## src/hjg_pkg.sv

```systemverilog
// ----------------------------------------------------------------------------
// hjg_pkg: shared types and constants of the halton jitter generator
// Field widths, parameter defaults, the command bundle from the controller
// to the datapath, and the ternary digit count helper.
// ----------------------------------------------------------------------------
`default_nettype none

package hjg_pkg;

  // fixed field widths
  localparam int unsigned FRAME_W    = 16;
  localparam int unsigned OUT_W      = 16;
  localparam int unsigned IN_DATA_W  = 16;
  localparam int unsigned OUT_DATA_W = 32;

  // parameter defaults
  localparam int unsigned INDEX_BITS_DEF = 16;
  localparam int unsigned FRAC_BITS_DEF  = 16;

  // controller to datapath commands
  typedef struct packed {
    logic load_in;    // take a new frame number
    logic conv_step;  // one binary-to-ternary doubling step
    logic frac_step;  // one fraction bit for x and y
    logic load_out;   // move the finished pair into the output register
  } hjg_cmd_t;

  // number of ternary digits that hold any value up to 2^bits
  function automatic int unsigned ternary_digits(input int unsigned bits);
    longint unsigned pw;
    longint unsigned lim;
    int unsigned     nd;
    pw  = 64'd1;
    lim = 64'd1 << bits;
    nd  = 0;
    while (pw <= lim) begin
      pw = pw * 64'd3;
      nd = nd + 1;
    end
    return nd;
  endfunction

endpackage

`default_nettype wire

```

## src/hjg_ctrl.sv

```systemverilog
// ----------------------------------------------------------------------------
// hjg_ctrl: sequencer of the halton jitter generator
// Steps the datapath through the base conversion and the fraction phase,
// and owns the input ready and the output valid flag.
// ----------------------------------------------------------------------------
`default_nettype none

module hjg_ctrl #(
  parameter int unsigned INDEX_BITS = hjg_pkg::INDEX_BITS_DEF,
  parameter int unsigned FRAC_BITS  = hjg_pkg::FRAC_BITS_DEF
) (
  input  wire logic             clk_i,
  input  wire logic             rst_ni,
  input  wire logic             in_valid_i,
  output logic                  in_ready_o,
  output logic                  out_valid_o,
  input  wire logic             out_ready_i,
  output hjg_pkg::hjg_cmd_t     cmd_o
);
  import hjg_pkg::*;

  localparam int unsigned IdxW   = INDEX_BITS + 1;
  localparam int unsigned CntMax = (IdxW > FRAC_BITS) ? IdxW : FRAC_BITS;
  localparam int unsigned CntW   = $clog2(CntMax);

  typedef enum logic [3:0] {
    S_IDLE = 4'b0001,
    S_CONV = 4'b0010,
    S_FRAC = 4'b0100,
    S_LOAD = 4'b1000
  } state_e;

  state_e          state_q, state_d;
  logic [CntW-1:0] cnt_q, cnt_d;
  logic            out_valid_q, out_valid_d;
  logic            out_free;

  assign out_free    = !out_valid_q || out_ready_i;
  assign in_ready_o  = (state_q == S_IDLE);
  assign out_valid_o = out_valid_q;

  // next state and commands
  always_comb begin
    state_d = state_q;
    cnt_d   = cnt_q;
    cmd_o   = '0;
    case (state_q)
      S_IDLE: begin
        if (in_valid_i) begin
          cmd_o.load_in = 1'b1;
          cnt_d         = CntW'(IdxW - 1);
          state_d       = S_CONV;
        end
      end
      S_CONV: begin
        cmd_o.conv_step = 1'b1;
        if (cnt_q == '0) begin
          cnt_d   = CntW'(FRAC_BITS - 1);
          state_d = S_FRAC;
        end else begin
          cnt_d = cnt_q - CntW'(1);
        end
      end
      S_FRAC: begin
        cmd_o.frac_step = 1'b1;
        if (cnt_q == '0) begin
          state_d = S_LOAD;
        end else begin
          cnt_d = cnt_q - CntW'(1);
        end
      end
      S_LOAD: begin
        if (out_free) begin
          cmd_o.load_out = 1'b1;
          state_d        = S_IDLE;
        end
      end
      default: begin
        state_d = S_IDLE;
      end
    endcase
  end

  // output valid flag
  always_comb begin
    out_valid_d = out_valid_q;
    if (cmd_o.load_out) begin
      out_valid_d = 1'b1;
    end else if (out_ready_i) begin
      out_valid_d = 1'b0;
    end
  end

  // control registers
  always_ff @(posedge clk_i or negedge rst_ni) begin
    if (!rst_ni) begin
      state_q     <= S_IDLE;
      cnt_q       <= '0;
      out_valid_q <= 1'b0;
    end else begin
      state_q     <= state_d;
      cnt_q       <= cnt_d;
      out_valid_q <= out_valid_d;
    end
  end

endmodule

`default_nettype wire

```

## src/hjg_dpath.sv

```systemverilog
// ----------------------------------------------------------------------------
// hjg_dpath: datapath of the halton jitter generator
// Converts the index to ternary by doubling, then doubles the digit-reversed
// ternary fraction to peel off binary fraction bits; x bits come straight
// from the index. One shared ternary doubling unit serves both phases.
// ----------------------------------------------------------------------------
`default_nettype none

module hjg_dpath #(
  parameter int unsigned INDEX_BITS = hjg_pkg::INDEX_BITS_DEF,
  parameter int unsigned FRAC_BITS  = hjg_pkg::FRAC_BITS_DEF
) (
  input  wire logic                                clk_i,
  input  wire hjg_pkg::hjg_cmd_t                   cmd_i,
  input  wire logic        [hjg_pkg::FRAME_W-1:0]  frame_number_i,
  output logic signed      [hjg_pkg::OUT_W-1:0]    jitter_x_o,
  output logic signed      [hjg_pkg::OUT_W-1:0]    jitter_y_o
);
  import hjg_pkg::*;

  localparam int unsigned IdxW  = INDEX_BITS + 1;
  localparam int unsigned NDig  = ternary_digits(INDEX_BITS);
  localparam logic [FRAC_BITS-1:0] Half = {1'b1, {(FRAC_BITS - 1){1'b0}}};

  logic [IdxW-1:0]      n_q, n_d;
  logic [1:0]           tern_q [NDig];
  logic [1:0]           tern_d [NDig];
  logic [1:0]           dbl_in [NDig];
  logic [1:0]           dbl_res [NDig];
  logic                 dbl_cin;
  logic                 dbl_cout;
  logic [FRAC_BITS-1:0] x_acc_q, x_acc_d;
  logic [FRAC_BITS-1:0] y_acc_q, y_acc_d;
  logic [FRAC_BITS-1:0] x_ctr;
  logic [FRAC_BITS-1:0] y_ctr;
  logic signed [OUT_W-1:0] jx_q, jy_q;

  // operand order: natural for conversion, reversed for the fraction
  always_comb begin
    for (int i = 0; i < NDig; i++) begin
      dbl_in[i] = cmd_i.frac_step ? tern_q[NDig-1-i] : tern_q[i];
    end
    dbl_cin = cmd_i.frac_step ? 1'b0 : n_q[IdxW-1];
  end

  // ternary doubling with carry in: digit 0 least significant
  always_comb begin
    logic       c;
    logic [2:0] s;
    c = dbl_cin;
    for (int i = 0; i < NDig; i++) begin
      s = {dbl_in[i], 1'b0} + {2'b00, c};
      if (s >= 3'd3) begin
        dbl_res[i] = 2'(s - 3'd3);
        c          = 1'b1;
      end else begin
        dbl_res[i] = s[1:0];
        c          = 1'b0;
      end
    end
    dbl_cout = c;
  end

  // next values of the working registers
  always_comb begin
    n_d     = n_q;
    x_acc_d = x_acc_q;
    y_acc_d = y_acc_q;
    for (int i = 0; i < NDig; i++) begin
      tern_d[i] = tern_q[i];
    end
    if (cmd_i.load_in) begin
      n_d = IdxW'(INDEX_BITS'(frame_number_i)) + IdxW'(1);
      for (int i = 0; i < NDig; i++) begin
        tern_d[i] = 2'd0;
      end
    end else if (cmd_i.conv_step) begin
      // msb first; after IdxW rotations the index is back in place
      n_d = {n_q[IdxW-2:0], n_q[IdxW-1]};
      for (int i = 0; i < NDig; i++) begin
        tern_d[i] = dbl_res[i];
      end
    end else if (cmd_i.frac_step) begin
      n_d     = {1'b0, n_q[IdxW-1:1]};
      x_acc_d = {x_acc_q[FRAC_BITS-2:0], n_q[0]};
      y_acc_d = {y_acc_q[FRAC_BITS-2:0], dbl_cout};
      for (int i = 0; i < NDig; i++) begin
        tern_d[NDig-1-i] = dbl_res[i];
      end
    end
  end

  // subtract one half: flip the top fraction bit
  assign x_ctr = x_acc_q ^ Half;
  assign y_ctr = y_acc_q ^ Half;

  // working registers
  always_ff @(posedge clk_i) begin
    n_q     <= n_d;
    x_acc_q <= x_acc_d;
    y_acc_q <= y_acc_d;
    for (int i = 0; i < NDig; i++) begin
      tern_q[i] <= tern_d[i];
    end
  end

  // output register
  always_ff @(posedge clk_i) begin
    if (cmd_i.load_out) begin
      jx_q <= OUT_W'($signed(x_ctr));
      jy_q <= OUT_W'($signed(y_ctr));
    end
  end

  assign jitter_x_o = jx_q;
  assign jitter_y_o = jy_q;

endmodule

`default_nettype wire

```

## src/halton_jitter_generator.sv

```systemverilog
// ----------------------------------------------------------------------------
// halton_jitter_generator: subpixel jitter from the base 2 / base 3 sequence
// Maps a frame number to a centered jitter pair in signed fixed point.
//
//   channel  dir  payload                              handshake
//   s_axis   in   frame_number                         tvalid / tready
//   m_axis   out  jitter_x, jitter_y                   tvalid / tready
//
// One request runs INDEX_BITS + 1 ternary doubling steps, FRAC_BITS fraction
// steps, and a load of the pair into the output register. The shared ternary
// doubling unit serves both phases, so the next request is taken only once
// the pair has been loaded and the sequencer is idle again.
// Reset clears the sequencer and the output valid flag only.
// A stalled output holds its pair; a new request runs meanwhile and waits
// before the output register until the pending pair is taken.
// ----------------------------------------------------------------------------
`default_nettype none

module halton_jitter_generator #(
  parameter int unsigned INDEX_BITS = hjg_pkg::INDEX_BITS_DEF,
  parameter int unsigned FRAC_BITS  = hjg_pkg::FRAC_BITS_DEF
) (
  input  wire logic                            clk_i,
  input  wire logic                            rst_ni,
  input  wire logic                            s_axis_tvalid_i,
  output logic                                 s_axis_tready_o,
  input  wire logic [hjg_pkg::IN_DATA_W-1:0]   s_axis_tdata_i,   // [15:0] frame_number
  output logic                                 m_axis_tvalid_o,
  input  wire logic                            m_axis_tready_i,
  output logic      [hjg_pkg::OUT_DATA_W-1:0]  m_axis_tdata_o    // [15:0] jitter_x,
                                                                 // [31:16] jitter_y
);
  import hjg_pkg::*;

  hjg_cmd_t                 cmd;
  logic signed [OUT_W-1:0]  jitter_x;
  logic signed [OUT_W-1:0]  jitter_y;

  // sequencer
  hjg_ctrl #(
    .INDEX_BITS (INDEX_BITS),
    .FRAC_BITS  (FRAC_BITS)
  ) u_ctrl (
    .clk_i       (clk_i),
    .rst_ni      (rst_ni),
    .in_valid_i  (s_axis_tvalid_i),
    .in_ready_o  (s_axis_tready_o),
    .out_valid_o (m_axis_tvalid_o),
    .out_ready_i (m_axis_tready_i),
    .cmd_o       (cmd)
  );

  // arithmetic
  hjg_dpath #(
    .INDEX_BITS (INDEX_BITS),
    .FRAC_BITS  (FRAC_BITS)
  ) u_dpath (
    .clk_i          (clk_i),
    .cmd_i          (cmd),
    .frame_number_i (s_axis_tdata_i[FRAME_W-1:0]),
    .jitter_x_o     (jitter_x),
    .jitter_y_o     (jitter_y)
  );

  // result packing
  assign m_axis_tdata_o = {jitter_y, jitter_x};

  // a pending result is never overwritten
  a_no_overwrite: assert property (@(posedge clk_i) disable iff (!rst_ni)
    cmd.load_out |-> (!m_axis_tvalid_o || m_axis_tready_i))
    else $error("output register loaded while a result is pending");

  // an accepted request keeps the input closed in the next cycle
  a_busy_after_accept: assert property (@(posedge clk_i) disable iff (!rst_ni)
    (s_axis_tvalid_i && s_axis_tready_o) |=> !s_axis_tready_o)
    else $error("input ready right after an accept");

  // output valid rises only after a load of the output register
  a_valid_from_load: assert property (@(posedge clk_i) disable iff (!rst_ni)
    $rose(m_axis_tvalid_o) |-> $past(cmd.load_out))
    else $error("result valid without a load");

endmodule

`default_nettype wire

```

## config.mk

```make
export PLATFORM = sky130hd
export DESIGN_NAME = halton_jitter_generator
export DESIGN_NICKNAME = d
export VERILOG_FILES = /design/src/hjg_pkg.sv /design/src/hjg_ctrl.sv /design/src/hjg_dpath.sv /design/src/halton_jitter_generator.sv
export SDC_FILE = /design/constraint.sdc
export NUM_CORES = 1
export LEC_CHECK = 0
export ABC_CLOCK_PERIOD_IN_PS = 17100
export BUFFER_PORTS_ARGS = -buffer_cell sky130_fd_sc_hd__buf_2
export CAP_MARGIN = 15
export CORE_ASPECT_RATIO = 1.5
export CORE_UTILIZATION = 64
export CTS_BUF_LIST = sky130_fd_sc_hd__clkbuf_16
export CTS_CLUSTER_DIAMETER = 80
export DETAILED_ROUTE_END_ITERATION = 12
export PLACE_DENSITY_LB_ADDON = 0.1
export SLEW_MARGIN = 25
export SYNTH_ARGS = -nofsm -noshare
export SYNTH_HDL_FRONTEND = slang
export SYNTH_SLANG_ARGS = --single-unit
```

## constraint.sdc

```tcl
create_clock -name clk_i -period 17.1 [get_ports clk_i]
set_clock_uncertainty 0.1 [all_clocks]
set_input_delay 2.565 -clock clk_i [delete_from_list [all_inputs] [get_ports clk_i]]
set_output_delay 2.565 -clock clk_i [all_outputs]
set_load 0.1 [all_outputs]
```

**After elaboration in Yosys (flattened, before gate mapping)**

Memory sizes are Yosys's and may differ from the RTL's.
Index checks and enable logic that the tools add are counted.
W data, S select, Z words.

- Bits in registers: 91
- RAM bits: 22
- Input bits: 20
- Output and inout port bits: 34
- Logic and storage cells: 122
- Memories: 1

Memories:

| memory | depth | width | rd ports | clocked after Yosys merged registers in | write ports | line | RTL |
|---|---|---|---|---|---|---|---|
| u_dpath.tern_q | 11 | 2 | 11 | 0 | 11 | hjg_dpath.sv:26 | `logic [1:0] tern_q [NDig];` |

- Add/sub/neg operators: 24
- $lt $le $gt $ge: 11
- Equality and inequality tests: 9
- Multiplexer cells: 56
- Bitwise operators: 4
- Reductions and logical operators: 9

Operator list:

| cell | count |
|---|---|
| $mux W22 | 3 |
| $mux W17 | 3 |
| $mux W2 | 21 |
| $add A3 B1 Y3 | 11 |
| $ge A3 B2 Y1 const B | 11 |
| $sub A2 B2 Y2 const B | 11 |
| $mux W1 | 20 |
| $add A16 B1 Y17 const B | 1 |
| $mux W4 | 4 |
| $pmux W4 S4 | 1 |
| $mux W5 | 3 |
| $pmux W5 S3 | 1 |
| $ne A2 B1 Y1 const B | 3 |
| $reduce_and A3 Y1 | 2 |
| $reduce_bool A3 Y1 | 2 |
| $logic_not A5 Y1 | 1 |
| $sub A5 B1 Y5 const B | 1 |
| $eq A4 B1 Y1 const B | 1 |
| $eq A4 B2 Y1 const B | 1 |
| $eq A4 B3 Y1 const B | 1 |
| $eq A4 B4 Y1 const B | 1 |
| $ne A2 B2 Y1 const B | 2 |
| $not A1 Y1 | 4 |
| $reduce_and A4 Y1 | 1 |
| 3 further kinds | 3 |

**Longest topological paths before layout**

- Word-level depth: 39
- Gate-level depth with buffers: 42
- Mapped depth without buffers: 40

**Cells and area by module**

From an unflattened synthesis, not the netlist that was laid out.

- Cell total of the unflattened synthesis: 468
- Area total of the unflattened synthesis: 5547.8 µm²

Modules (own cells, without submodules):

| module | times used | cells an instance | area an instance (µm²) | sequential area each (µm²) |
|---|---|---|---|---|
| hjg_dpath | 1 | 412 | 4934.7 | 2872.8 |
| hjg_ctrl | 1 | 56 | 613.1 | 251.5 |

**Least setup slack after synthesis**

No wires, ideal clock.

- Path kind: reg2reg
- Start: reg u_ctrl.state_q[1]
- End: mem u_dpath.tern_q[10][0]
- Setup time: 0.136 ns
- Arrival: 8.391 ns
- Data required time: 16.864 ns
- Path slack: 8.472 ns
- Stages on the path, launching flop included: 43
- Buffers on the path: 4
- Clock period less this slack: 8.628 ns
- Cell sequence: dfrtp_1 or4b_4 buf_6 buf_6 clkbuf_1 and2_1 ha_1 nor3_1 nor2_2 ha_1 nor2_1 a21oi_4 ha_1 nor2_1 a21oi_4 ha_1 nor2_1 mux2i_4 (+7 left out) inv_1 ha_1 nor2_1 a21oi_2 ha_1 a21oi_1 nand2_1 ha_1 a21oi_1 nand2_1 ha_1 a211o_1 ha_1 nor2_1 xnor2_1 nor2_1 a21oi_1 a211oi_1

RTL lines:

| element | line | RTL |
|---|---|---|
| from (decl) | hjg_ctrl.sv:33 | `state_e state_q, state_d;` |
| from (signal assigned) | hjg_ctrl.sv:101 | `state_q <= state_d;` |
| to (decl) | hjg_dpath.sv:26 |  |

==> results_dict.tcl <==
set metrics [dict create \
    final_nets 593 \
    area_growth_pct 16.92 \
    hold_viol_final 0 \
    maxSlewViolCount 0 \
    port_buffers 53 \
    cp.arrival_ns 10.41 \
    tns_ns 0 \
    grt_util_met3_pct 6.142 \
    routed_wl_um 11950 \
    slowest_delay_ns 0.60 \
    max-vdd-ir-drop_uv 148.3 \
    grt_pass1_vias 4100 \
    initial_utilization_pct 65.63 \
    rsz0062_at_grt "false" \
    grt_start_max_net_pins 78 \
    synth-edff-count 81 \
    max_slew_margin_pct 31.30 \
    clkTransAtPathRegs_ns 0.05 \
    setup_violations 0 \
    hp-class "flip-flop to flip-flop" \
    dp.cells 647 \
    io_pins 54 \
    place.detailed.hpwl_um 7428 \
    worstMarginPinSlew_ns 1.027 \
    hold_ws_ns 0.3481 \
    dr.first_iter.drc_count 470 \
    avgSynthCellArea_um2 10.76 \
    antenna_found_initial 0 \
    cp_top_family "simple AND/OR/NAND/NOR gates" \
    diodes 0 \
    cts_buffers 17 \
    cp.buffers_inverters 2 \
    netlist_area_um2 5488 \
    cp_slowest_cell "clkinv_4" \
    ant_nets 0 \
    crit_fanout 77 \
    yosysSeqAreaShare_pct 56.93 \
    ctsResizeCount 0 \
    ys.flop_type "edfxtp_1" \
    use_met2_pct 49.50 \
    postSynthNetCount 543 \
    period_needed_ns 10.25 \
    viasPerCell 6.134 \
    cts-root-buf "clkbuf_16" \
    max_freq_mhz 97.59 \
    critical_path_class "flip-flop to flip-flop" \
    instances_no_fill 680 \
    required_ns 17.27 \
    leakagePower_uw 0.002445 \
    top_usage_layer "met2" \
    postCtsSetupBuffers 0 \
    drt_first_pass_iters 6 \
    startpoint_type "flip-flop" \
    placementRows 41 \
    met1_usage_pct 31.75 \
    yosys_warnings 0 \
    grt_pass1_wl_um 19190 \
    ys_seq_elements 113 \
    cts_tree "done" \
    fin_crit_sh_pct 59.92 \
    gr-total-overflow 0 \
    core_area_um2 8362 \
    insertion_delay_ns 0.41 \
    die_y_um 115.4 \
    die_x_um 77.61 \
    cp-end-kind "flip-flop" \
    dr_total_vias 4171 \
    syn_inst 510 \
    synthArstFlopShare_pct 8.850 \
    cp_common_cell "ha_1" \
    final_layout_size_suffix_gt1_share_pct 17.80 \
    cts_hold_buf 0 \
    cap_violations 0 \
    drc 0 \
    cts_max_path_buffers 2 \
    wl_per_cell_um 17.57 \
    cts.sinks 113 \
    htreeDepth 4 \
    grt_util_all_layers_pct 28.40 \
    die_area_um2 8956 \
    status "completed" \
    p_total_uw 942.6 \
    p_per_area_nw_per_um2 146.9 \
    yosys.cell_types.count 59 \
    gp_congestion 0.8803 \
]
cells in the final DEF (no fill, tap or decap), types with 3 or more instances in the layout:
| master | count |
|---|---|
| nand2_1 | 86 |
| edfxtp_1 | 81 |
| buf_2 | 53 |
| nor2_1 | 47 |
| a21oi_1 | 31 |
| o21ai_0 | 24 |
| dfxtp_1 | 22 |
| xnor2_1 | 19 |
| clkbuf_16 | 17 |
| inv_1 | 14 |
| a22oi_1 | 14 |
| ha_1 | 13 |
| a31oi_1 | 12 |
| nor3_1 | 9 |
| xor2_1 | 9 |
| dfrtp_1 | 9 |
| and3_1 | 8 |
| nand3_1 | 8 |
| mux2i_1 | 8 |
| and2_1 | 6 |
| o31ai_1 | 6 |
| o221ai_1 | 5 |
| nand4_1 | 4 |
| clkinv_4 | 3 |
| a21oi_4 | 3 |
| o21ai_1 | 3 |
| a22o_1 | 3 |
| nor4_1 | 3 |
| o211ai_1 | 3 |
| clkinv_1 | 3 |
| clkinvlp_4 | 3 |
| bufinv_16 | 3 |
where the power goes:
group          switching (uW)  internal, uW  total, uW
clock network             125           227        352
registers                32.2           345        377
logic                     137          76.6        213
total                     293           649        943
cell families (layout without fill, tap and decap cells):
group / count (synthesis) / after routing / synth area share (%)
AOI/OAI and AO/OA: 119 / 119 / 14.11
muxes: 10 / 10 / 2.120
buffers and inverters: 39 / 102 / 3.420
adders and majority gates: 13 / 13 / 2.964
xor gates and xnor gates: 28 / 28 / 4.469
and+or+nand+nor: 188 / 188 / 15.98
DFF: 113 / 113 / 56.93
final timing paths:
kind                                    start                    to  slack (ns)  depth (start not counted)
max in group asynchronous              rst_ni     u_ctrl.state_q[0]       14.74                          1
setup / recovery            u_ctrl.state_q[0]  u_dpath.tern_q[0][0]        6.85                         39
hold reg to reg            u_dpath.x_acc_q[7]    u_dpath.x_acc_q[8]        0.35                          0
hold / removal             u_dpath.x_acc_q[7]    u_dpath.x_acc_q[8]        0.35                          0
setup reg to reg            u_ctrl.state_q[0]  u_dpath.tern_q[0][0]        6.85                         39
min in group asynchronous              rst_ni    u_ctrl.out_valid_o        1.91                          1
registers in the layout (all words and copies together), names as in the netlist:
name and cells:
u_ctrl.cnt_q 5, u_ctrl.out_valid_o 1, u_ctrl.state_q 4, u_dpath.jitter_x_o 16, u_dpath.jitter_y_o 16, u_dpath.n_q 17, u_dpath.tern_q 22, u_dpath.x_acc_q 16
u_dpath.y_acc_q 16
final cells by class:
class                      count  area [um2]
inverter                      14       57.56
tap                          107       133.9
fill                         538        1946
timing repair buffer          56       307.8
multi-input combinational    358        2200
clock inverter                15       167.7
sequential                   113        3124
clock buffer                  17       425.4
through the flow:
stage / setup slack (ns) / area, um2 / utilization [%]
2_1_floorplan: 8.472 / 5488 / -
3_5_place_dp: 7.116 / 5796 / 69.31
6_report: 6.853 / 6416 / 76.73
5_1_grt: 6.164 / 6416 / 76.73
4_1_cts: 7.048 / 6389 / 76.40
3_3_place_gp: 7.588 / 5796 / 69.31
synth_stat cells (9+ instances only):
library cell / number / area share, %
a21oi_1: 32 / 2.9
o21ai_0: 24 / 2.2
nand2_1: 86 / 5.9
dfxtp_1: 22 / 8.0
inv_1: 13 / 0.89
dfrtp_1: 9 / 4.1
ha_1: 13 / 3.0
edfxtp_1: 81 / 44
a22oi_1: 14 / 1.9
xor2_1: 9 / 1.4
a31oi_1: 12 / 1.4
clkbuf_1: 15 / 1.0
xnor2_1: 19 / 3.0
nor2_1: 47 / 3.2
nor3_1: 9 / 0.82
metal layers:
layer  vias up  wire length, um
met4         0              456
met2       202             6273
li1       1965                -
met1      1964             4530
met5         -                0
met3        40              691
No activity file was read; power rests on OpenSTA's default activity.
